<file path="config.mk">
export PLATFORM = sky130hd
export DESIGN_NAME = message_bit_field_extractor_top
export DESIGN_NICKNAME = d
export VERILOG_FILES = /design/src/design/mbfe_pkg.sv /design/src/design/mbfe_cmd_queue.sv /design/src/design/mbfe_front.sv /design/src/design/mbfe_back.sv /design/src/design/message_bit_field_extractor_top.sv
export SDC_FILE = /design/constraint.sdc
export NUM_CORES = 2
export LEC_CHECK = 0
export ABC_AREA = 1
export BUFFER_PORTS_ARGS = -buffer_cell sky130_fd_sc_hd__buf_2
export CORE_MARGIN = 5
export CORE_UTILIZATION = 45
export DETAILED_ROUTE_END_ITERATION = 6
export PLACE_DENSITY = 0.58
export SLEW_MARGIN = 20
export SYNTH_ARGS = -nofsm -noshare
export SYNTH_HDL_FRONTEND = slang
export SYNTH_SLANG_ARGS = --single-unit
</file>
<file path="constraint.sdc">
create_clock -name clk -period 5.1 [get_ports clk]
set_clock_uncertainty 0.2 [all_clocks]
set_input_delay 1.02 -clock clk [delete_from_list [all_inputs] [get_ports clk]]
set_output_delay 1.02 -clock clk [all_outputs]
set_load 0.01 [all_outputs]
</file>
<file path="src/design/mbfe_pkg.sv">
// ----------------------------------------------------------------------------
// mbfe_pkg
// Types and constants shared by the message bit-field extractor modules.
// ----------------------------------------------------------------------------
package mbfe_pkg;

	// Message buffer geometry.
	localparam int BUF_BYTES = 64;
	localparam int IDX_W     = $clog2(BUF_BYTES);
	localparam int CNT_W     = IDX_W + 1;

	// A field of up to 64 bits touches at most nine bytes.
	localparam int MAX_BYTES = 9;
	localparam int ACC_W     = 8 * MAX_BYTES;

	// Depth of the command queue between front and back.
	localparam int CMDQ_DEPTH = 2;

	// Item kinds on the input.
	localparam logic [1:0] KIND_LOAD     = 2'd0;
	localparam logic [1:0] KIND_UNSIGNED = 2'd1;
	localparam logic [1:0] KIND_SIGNED   = 2'd2;

	// Commands handed from front to back.
	localparam logic [1:0] CMD_LOAD    = 2'd0;
	localparam logic [1:0] CMD_EXTRACT = 2'd1;
	localparam logic [1:0] CMD_ERROR   = 2'd2;

	// Length limits per mode.
	localparam logic [6:0] MAX_UNSIGNED_LEN = 7'd64;
	localparam logic [6:0] MAX_SIGNED_LEN   = 7'd32;

	typedef struct packed {
		logic [1:0] kind;
		logic [5:0] byte_index;
		logic [7:0] byte_value;
		logic [8:0] bit_offset;
		logic [6:0] field_length;
	} in_item_t;

	typedef struct packed {
		logic [63:0] field_value;
		logic        length_error;
	} out_item_t;

	// Classified command: a load, an extract with its byte window, or an error.
	typedef struct packed {
		logic [1:0]       op;
		logic [IDX_W-1:0] idx;
		logic [7:0]       val;
		logic [IDX_W-1:0] start_byte;
		logic [3:0]       nbytes;
		logic [2:0]       trail;
		logic [6:0]       len;
		logic             sgn;
	} cmd_t;

endpackage

</file>
<file path="src/design/mbfe_cmd_queue.sv">
// ----------------------------------------------------------------------------
// mbfe_cmd_queue
// Short command queue that decouples the classifying front from the back.
// ----------------------------------------------------------------------------
module mbfe_cmd_queue (
	input  logic          clk,
	input  logic          arst_n,
	input  logic          push,
	input  mbfe_pkg::cmd_t wdata,
	output logic          full,
	input  logic          pop,
	output logic          empty,
	output mbfe_pkg::cmd_t rdata
);
	import mbfe_pkg::*;

	localparam int PTR_W = (CMDQ_DEPTH > 1) ? $clog2(CMDQ_DEPTH) : 1;
	localparam int CNT_QW = $clog2(CMDQ_DEPTH + 1);

	cmd_t              slot_q [CMDQ_DEPTH];
	logic [PTR_W-1:0]  wr_ptr_q;
	logic [PTR_W-1:0]  rd_ptr_q;
	logic [CNT_QW-1:0] count_q;
	logic              do_push;
	logic              do_pop;

	assign full    = (count_q == CNT_QW'(CMDQ_DEPTH));
	assign empty   = (count_q == '0);
	assign do_push = push && !full;
	assign do_pop  = pop && !empty;
	assign rdata   = slot_q[rd_ptr_q];

	// Pointer and occupancy bookkeeping.
	always_ff @(posedge clk or negedge arst_n) begin
		if (!arst_n) begin
			wr_ptr_q <= '0;
			rd_ptr_q <= '0;
			count_q  <= '0;
		end else begin
			if (do_push) begin
				wr_ptr_q <= (wr_ptr_q == PTR_W'(CMDQ_DEPTH - 1)) ? '0 : wr_ptr_q + 1'b1;
			end
			if (do_pop) begin
				rd_ptr_q <= (rd_ptr_q == PTR_W'(CMDQ_DEPTH - 1)) ? '0 : rd_ptr_q + 1'b1;
			end
			if (do_push && !do_pop) begin
				count_q <= count_q + 1'b1;
			end else if (do_pop && !do_push) begin
				count_q <= count_q - 1'b1;
			end
		end
	end

	// Entry storage.
	always_ff @(posedge clk) begin
		if (do_push) begin
			slot_q[wr_ptr_q] <= wdata;
		end
	end

endmodule

</file>
<file path="src/design/mbfe_front.sv">
// ----------------------------------------------------------------------------
// mbfe_front
// Accepts input beats, checks lengths and works out the byte window of a field.
// ----------------------------------------------------------------------------
module mbfe_front (
	input  logic              push,
	input  mbfe_pkg::in_item_t item,
	input  logic              q_full,
	output logic              q_push,
	output mbfe_pkg::cmd_t    cmd
);
	import mbfe_pkg::*;

	logic [9:0] end_bit;
	logic [6:0] first_byte;
	logic [6:0] last_byte;
	logic [6:0] span;
	logic       len_bad;

	// Last bit of the field and the bytes it spans.
	assign end_bit    = {1'b0, item.bit_offset} + {3'b0, item.field_length} - 10'd1;
	assign first_byte = {1'b0, item.bit_offset[8:3]};
	assign last_byte  = end_bit[9:3];
	assign span       = last_byte - first_byte;

	// Length check per mode.
	always_comb begin
		case (item.kind)
			KIND_UNSIGNED: len_bad = (item.field_length == 7'd0) ||
				(item.field_length > MAX_UNSIGNED_LEN);
			KIND_SIGNED:   len_bad = (item.field_length == 7'd0) ||
				(item.field_length > MAX_SIGNED_LEN);
			default:       len_bad = 1'b0;
		endcase
	end

	// Classify the beat; kind three is dropped here.
	always_comb begin
		cmd.idx        = item.byte_index;
		cmd.val        = item.byte_value;
		cmd.start_byte = item.bit_offset[8:3];
		cmd.nbytes     = span[3:0] + 4'd1;
		cmd.trail      = 3'd7 - end_bit[2:0];
		cmd.len        = item.field_length;
		cmd.sgn        = (item.kind == KIND_SIGNED);
		case (item.kind)
			KIND_LOAD: begin
				cmd.op = CMD_LOAD;
				q_push = push && !q_full;
			end
			KIND_UNSIGNED, KIND_SIGNED: begin
				cmd.op = len_bad ? CMD_ERROR : CMD_EXTRACT;
				q_push = push && !q_full;
			end
			default: begin
				cmd.op = CMD_ERROR;
				q_push = 1'b0;
			end
		endcase
	end

endmodule

</file>
<file path="src/design/mbfe_back.sv">
// ----------------------------------------------------------------------------
// mbfe_back
// Owns the byte memory: performs loads, gathers field bytes one per cycle,
// aligns and sign-converts the field, and queues the results.
// ----------------------------------------------------------------------------
module mbfe_back (
	input  logic               clk,
	input  logic               arst_n,
	input  logic               cmd_empty,
	input  mbfe_pkg::cmd_t     cmd,
	output logic               cmd_pop,
	output logic               empty,
	input  logic               pop,
	output mbfe_pkg::out_item_t result
);
	import mbfe_pkg::*;

	localparam logic [2:0] ST_IDLE  = 3'd0;
	localparam logic [2:0] ST_READ  = 3'd1;
	localparam logic [2:0] ST_DRAIN = 3'd2;
	localparam logic [2:0] ST_ALIGN = 3'd3;
	localparam logic [2:0] ST_SIGN  = 3'd4;
	localparam logic [2:0] ST_OUT   = 3'd5;

	localparam int RES_DEPTH = 2;

	// Mask of the low len bits; len of 64 gives all ones.
	function automatic logic [63:0] low_mask(input logic [6:0] len);
		low_mask = ~({64{1'b1}} << len);
	endfunction

	logic [7:0]       mem [BUF_BYTES];
	logic [2:0]       state_q;
	logic [CNT_W-1:0] loaded_q;
	logic [CNT_W-1:0] rd_idx_q;
	logic [3:0]       cnt_q;
	logic             dv_q;
	logic             rd_ok_q;
	logic [7:0]       rdata_q;
	logic [ACC_W-1:0] acc_q;
	logic [2:0]       trail_q;
	logic [6:0]       len_q;
	logic             sgn_q;
	logic [63:0]      raw_q;
	logic [63:0]      res_val_q;
	logic             res_err_q;
	logic             is_load;
	logic [CNT_W-1:0] idx_next;
	logic [ACC_W-1:0] shifted;
	logic [6:0]       len_m1;
	logic [63:0]      mag;
	logic [63:0]      final_val;
	out_item_t        res_slot_q [RES_DEPTH];
	logic             res_wr_q;
	logic             res_rd_q;
	logic [1:0]       res_cnt_q;
	logic             res_full;
	logic             res_push;
	logic             res_pop;

	assign cmd_pop  = (state_q == ST_IDLE) && !cmd_empty;
	assign is_load  = cmd_pop && (cmd.op == CMD_LOAD);
	assign idx_next = {1'b0, cmd.idx} + CNT_W'(1);

	// Field alignment and sign-magnitude conversion.
	assign shifted   = acc_q >> trail_q;
	assign len_m1    = len_q - 7'd1;
	assign mag       = raw_q & low_mask(len_m1);
	assign final_val = !sgn_q ? raw_q :
		(raw_q[len_m1[5:0]] ? (64'd0 - mag) : mag);

	// Result queue handshake.
	assign res_full = (res_cnt_q == 2'd2);
	assign empty    = (res_cnt_q == 2'd0);
	assign res_push = (state_q == ST_OUT) && !res_full;
	assign res_pop  = pop && !empty;
	assign result   = res_slot_q[res_rd_q];

	// Sequencer and loaded length.
	always_ff @(posedge clk or negedge arst_n) begin
		if (!arst_n) begin
			state_q  <= ST_IDLE;
			loaded_q <= '0;
			rd_idx_q <= '0;
			cnt_q    <= '0;
			dv_q     <= 1'b0;
		end else begin
			dv_q <= (state_q == ST_READ);
			case (state_q)
				ST_IDLE: begin
					if (cmd_pop) begin
						case (cmd.op)
							CMD_LOAD: begin
								if (cmd.idx == '0) begin
									loaded_q <= CNT_W'(1);
								end else if (idx_next > loaded_q) begin
									loaded_q <= idx_next;
								end
							end
							CMD_EXTRACT: begin
								rd_idx_q <= {1'b0, cmd.start_byte};
								cnt_q    <= cmd.nbytes;
								state_q  <= ST_READ;
							end
							default: begin
								state_q <= ST_OUT;
							end
						endcase
					end
				end
				ST_READ: begin
					rd_idx_q <= rd_idx_q + 1'b1;
					cnt_q    <= cnt_q - 4'd1;
					if (cnt_q == 4'd1) begin
						state_q <= ST_DRAIN;
					end
				end
				ST_DRAIN: state_q <= ST_ALIGN;
				ST_ALIGN: state_q <= ST_SIGN;
				ST_SIGN:  state_q <= ST_OUT;
				ST_OUT: begin
					if (!res_full) begin
						state_q <= ST_IDLE;
					end
				end
				default: state_q <= ST_IDLE;
			endcase
		end
	end

	// Byte memory: one write port for loads, one registered read port.
	always_ff @(posedge clk) begin
		if (is_load) begin
			mem[cmd.idx] <= cmd.val;
		end
		if (state_q == ST_READ) begin
			rdata_q <= mem[rd_idx_q[IDX_W-1:0]];
			rd_ok_q <= (rd_idx_q < loaded_q);
		end
	end

	// Datapath: gather bytes, align, convert.
	always_ff @(posedge clk) begin
		if (dv_q) begin
			acc_q <= {acc_q[ACC_W-9:0], (rd_ok_q ? rdata_q : 8'd0)};
		end
		if (cmd_pop) begin
			trail_q <= cmd.trail;
			len_q   <= cmd.len;
			sgn_q   <= cmd.sgn;
		end
		if (state_q == ST_ALIGN) begin
			raw_q <= shifted[63:0] & low_mask(len_q);
		end
		if (cmd_pop && (cmd.op == CMD_ERROR)) begin
			res_val_q <= '0;
			res_err_q <= 1'b1;
		end else if (state_q == ST_SIGN) begin
			res_val_q <= final_val;
			res_err_q <= 1'b0;
		end
	end

	// Result queue pointers.
	always_ff @(posedge clk or negedge arst_n) begin
		if (!arst_n) begin
			res_wr_q  <= 1'b0;
			res_rd_q  <= 1'b0;
			res_cnt_q <= 2'd0;
		end else begin
			if (res_push) begin
				res_wr_q <= ~res_wr_q;
			end
			if (res_pop) begin
				res_rd_q <= ~res_rd_q;
			end
			if (res_push && !res_pop) begin
				res_cnt_q <= res_cnt_q + 2'd1;
			end else if (res_pop && !res_push) begin
				res_cnt_q <= res_cnt_q - 2'd1;
			end
		end
	end

	// Result queue storage.
	always_ff @(posedge clk) begin
		if (res_push) begin
			res_slot_q[res_wr_q] <= '{field_value: res_val_q, length_error: res_err_q};
		end
	end

endmodule

</file>
<file path="src/design/message_bit_field_extractor_top.sv">
// ----------------------------------------------------------------------------
// message_bit_field_extractor_top
// Message buffer with MSB-first bit-field extraction, unsigned or
// sign-magnitude.
// ----------------------------------------------------------------------------
// A load beat is handled in the idle state of the back end. An extract beat
// passes the read, drain, align, sign and output states and reads its one to
// nine bytes one at a time through the single read port of the byte memory;
// a beat with a bad length goes straight to the output state. Beats are taken
// on push while full is low and results wait in a two-entry queue, so a
// stalled pop does not stop new beats until the command queue fills. Bits
// past the loaded length read as zero; a signed field returns sign-extended.
// ----------------------------------------------------------------------------
module message_bit_field_extractor_top (
	input  logic                clk,
	input  logic                arst_n,
	input  logic                push,
	output logic                full,
	input  mbfe_pkg::in_item_t  item,
	output logic                empty,
	input  logic                pop,
	output mbfe_pkg::out_item_t result
);
	import mbfe_pkg::*;

	cmd_t front_cmd;
	cmd_t head_cmd;
	logic q_push;
	logic q_empty;
	logic q_pop;

	// Front: classify beats.
	mbfe_front u_front (
		.push   (push),
		.item   (item),
		.q_full (full),
		.q_push (q_push),
		.cmd    (front_cmd)
	);

	// Queue between front and back.
	mbfe_cmd_queue u_cmd_queue (
		.clk    (clk),
		.arst_n (arst_n),
		.push   (q_push),
		.wdata  (front_cmd),
		.full   (full),
		.pop    (q_pop),
		.empty  (q_empty),
		.rdata  (head_cmd)
	);

	// Back: memory, extraction and result queue.
	mbfe_back u_back (
		.clk       (clk),
		.arst_n    (arst_n),
		.cmd_empty (q_empty),
		.cmd       (head_cmd),
		.cmd_pop   (q_pop),
		.empty     (empty),
		.pop       (pop),
		.result    (result)
	);

endmodule

</file>
==> metrics <==
Yosys warning total=0; Vias=between 30000 and 40000; reg2reg path depth=7; Port-buffer cells=~100; syn avg cell area=between 10 and 15 µm²; Layout area overhead=11.5%; Detail Route Antenna Nets=0; Final Hold Viols=0; Leak Pwr=around 18 nW; Ports=just over 100; Final setup viols=0; final WL=roughly 120 mm; clock buffer count from CTS=103; Slowest-stage cell, CP=nor2_1; worst reg2reg path endpoint=u_back.mem[61][4]$_DFFE_PP_; GRT Residual Overflow=0; Yosys cell types=57; Final Critical Period=around 4200 ps; crit-path most repeated cell=nor2_1; CP Class=reg2reg; post-synth top area share=roughly three fifths; switch share=a little over two fifths; worst hold slack=roughly 180 ps; Netlist Area Pre-Place=between 40000 and 50000 µm²; Die H=324 µm; FF-to-FF Start=u_cmd_queue.rd_ptr_q$_DFFE_PN0P_; pin count of the biggest net entering global routing=132; initial antenna violation count=0; reg-to-reg setup timing slack=about 860 ps; share of layout cells above drive strength 1=about a tenth; first-pass detailed-route iteration total=6; Slew headroom=between 20% and 30%; cell taking the most area after synthesis=edfxtp_1; combinational power share=between 40% and 50%; EDFF count, synth=871; min-delay worst type=in2async; worst skew pair latency=~700 ps; area of placed instances=around 46000 µm²; commonest cells in the netlist=nand2_1, edfxtp_1, nor2_1; TritonCTS Sinks=a little under 1000; Compound-Gate Fraction of Synth Area=a little under an eighth; # hold bufs at CTS=0; post-CTS setup buffers=0; CTS tree=built; WL per Instance=between 20 and 25 µm; HPWL after DPL=around 84 mm; main combinational cell family by area after synthesis=simple AND/OR/NAND/NOR gates; total core area=~98000 µm²; highest ir drop seen on vdd=approximately 0.44 mV; Simple-Gate Fraction of Synth Area=between 15 and 20%; syn nets=approximately 4400; Synth Area in Adders=roughly 1.4%; status=finished clean; Seq pwr share=~37%; mux share of post-synthesis cell area=less than 1%; Clock Pin Slew Worst Setup and Hold Paths=~60 ps; RSZ-0062 raised after global routing=false; CP Launch Type=flop; critical-path maximum fanout=21; max frequency=approximately 0.24 GHz; Top FF cell, synth=edfxtp_1; crit path DAT=between 4000 and 5000 ps; Initial Utilization=45.2%; share of the clock period used by the worst path=between 80% and 90%; total track usage=between 20% and 30%; number of global-route vias before repair=around 30000; Worst path max stage delay=~950 ps; GPL Wtd Cong=0.936; XOR/XNOR share of the synthesized area=less than 1%; initial DRC count=about 3200; Worst EP required=approximately 5200 ps; # resized after CTS=0; drt drc=0; H-tree levels=3; most numerous cell in the Yosys netlist=nand2_1; die area=between 100000 and 150000 µm²; post-route cell area=a little under 50000 µm²; power share of the clock group=about 23%; DR vias/cell=approximately 5.5; actual slew at the worst max-slew pin=about 1100 ps; flops & latches, synth=just under 1000; Worst Setup End Kind=flop; # Max-Cap Violations=0; setup TNS=0 ps; first-pass GRT wire length=roughly 190 mm; Area contributors post-synth=edfxtp_1, nand2_1, o21ai_0, nor2_1, dfxtp_1; post-layout util=between 50% and 60%; CTS root buf=clkbuf_16; NetSw=approximately 13 mW; Pwr Density=around 650 nW/µm²; crit-path cells=inv_1 > or2_2 > o21ai_0 > nand2_1 > nor2_1 > nand4_1 > nor2_1; Die W=324 µm; async set-or-reset flop fraction in the synthesized netlist=3.11%; Core Rows=around 120; register area share after synthesis=63.6%; CTS Buffer Depth=3; cells after synthesis=between 4000 and 5000; Internal=between 15 and 20 mW; fin nets=4472; Max Slew Vio Count=0
[metal layers]
metal	part of all wire, %	GRT usage [%]	wire length (µm)
met5	0	0	0
met1	40	29.2	49600
met2	51	41.6	64000
met4	3.5	7.56	4330
met3	5.3	3.24	6610
[worst max-delay path by stage]
stage                                           startpoint                                end  slack (ps)
final                     u_cmd_queue.rd_ptr_q$_DFFE_PN0P_        u_back.mem[61][4]$_DFFE_PP_         860
after global routing      u_cmd_queue.rd_ptr_q$_DFFE_PN0P_        u_back.mem[61][5]$_DFFE_PP_         570
after global placement    u_cmd_queue.rd_ptr_q$_DFFE_PN0P_        u_back.mem[61][0]$_DFFE_PP_         840
after floorplan              u_back.state_q[1]$_DFFE_PN0P_  u_back.res_slot_q[1][0]$_DFFE_PP_         960
after CTS                 u_cmd_queue.rd_ptr_q$_DFFE_PN0P_        u_back.mem[61][5]$_DFFE_PP_         860
after detailed placement  u_cmd_queue.rd_ptr_q$_DFFE_PN0P_        u_back.mem[61][1]$_DFFE_PP_         860
[power by group through the flow]
| stage | logic, mW | clock network, mW | registers, mW |
|---|---|---|---|
| floorplan | 8.67 | 0 | 11.5 |
| global placement | 12.7 | 0 | 11.9 |
| detailed placement | 12.8 | 0 | 12.0 |
| CTS | 12.8 | 7.49 | 11.8 |
| global route | 14.2 | 7.86 | 11.9 |
| finish | 12.8 | 7.36 | 11.8 |
[registers in the layout, summed over array words and instances, names as in the netlist, 2 cells and up]
name                 count
u_back.rdata_q           8
u_back.state_q           3
u_cmd_queue.count_q      2
u_back.res_val_q        64
u_back.mem             512
u_back.cnt_q             4
u_cmd_queue.slot_q      74
u_back.rd_idx_q          7
u_back.len_q             7
u_back.raw_q            64
u_back.loaded_q          7
u_back.acc_q            71
u_back.res_slot_q      130
u_back.res_cnt_q         2
u_back.trail_q           3
[placed cells by master (no fill, tap or decap), types with 21 or more instances in the layout]
master / netlist / layout
inv_1: 248 / 244
ha_1: 48 / 48
nand3_1: 207 / 207
nor2_1: 598 / 592
buf_2: 16 / 102
o211ai_1: 34 / 34
nand4_1: 35 / 35
buf_4: 7 / 57
dfxtp_1: 65 / 65
clkbuf_1: 185 / 25
mux2i_1: 33 / 33
nand2_2: 32 / 40
clkbuf_16: 0 / 103
xor2_1: 26 / 26
o221ai_1: 57 / 57
dfrtp_1: 30 / 25
edfxtp_1: 871 / 871
o22ai_1: 91 / 91
o21ai_1: 21 / 21
clkinv_1: 10 / 21
o21ai_0: 470 / 470
a21oi_1: 170 / 170
nand2_1: 920 / 912
[logic make-up (layout without fill, tap and decap cells)]
kind of cell	after synthesis	after routing
compound gates	907	907
other cells	0	1
fa+ha+maj	50	50
mux	33	33
simple gates	1849	1849
buf+inv	507	621
xor+xnor	46	46
flops	966	966
[critical path, delay by kind of cell (launching register included)]
family | cells | cell delay [ps]
buf+inv | 1 | 380
simple gates | 5 | 2840
flops | 1 | 340
compound gates | 1 | 110
[stage by stage]
step                setup slack, ps  total power [mW]  instances
floorplan                       957              20.2       4358
global route                    566              34.0       5759
detailed placement              857              24.7       5568
finish                          862              32.0       5760
CTS                             859              32.1       5759
global placement                839              24.7       5568
[cell type report]
| class | instances | area [µm²] |
|---|---|---|
| multi-input cells | 2885 | 14200 |
| fillers | 8975 | 48700 |
| inverters | 267 | 1010 |
| diodes | 1 | 2.50 |
| well taps | 1287 | 1610 |
| clock buffers | 134 | 2750 |
| repair buffers | 163 | 1020 |
| flip-flops and latches | 966 | 28200 |
| clock inverters | 57 | 619 |
No activity file was read; power rests on OpenSTA's default activity.
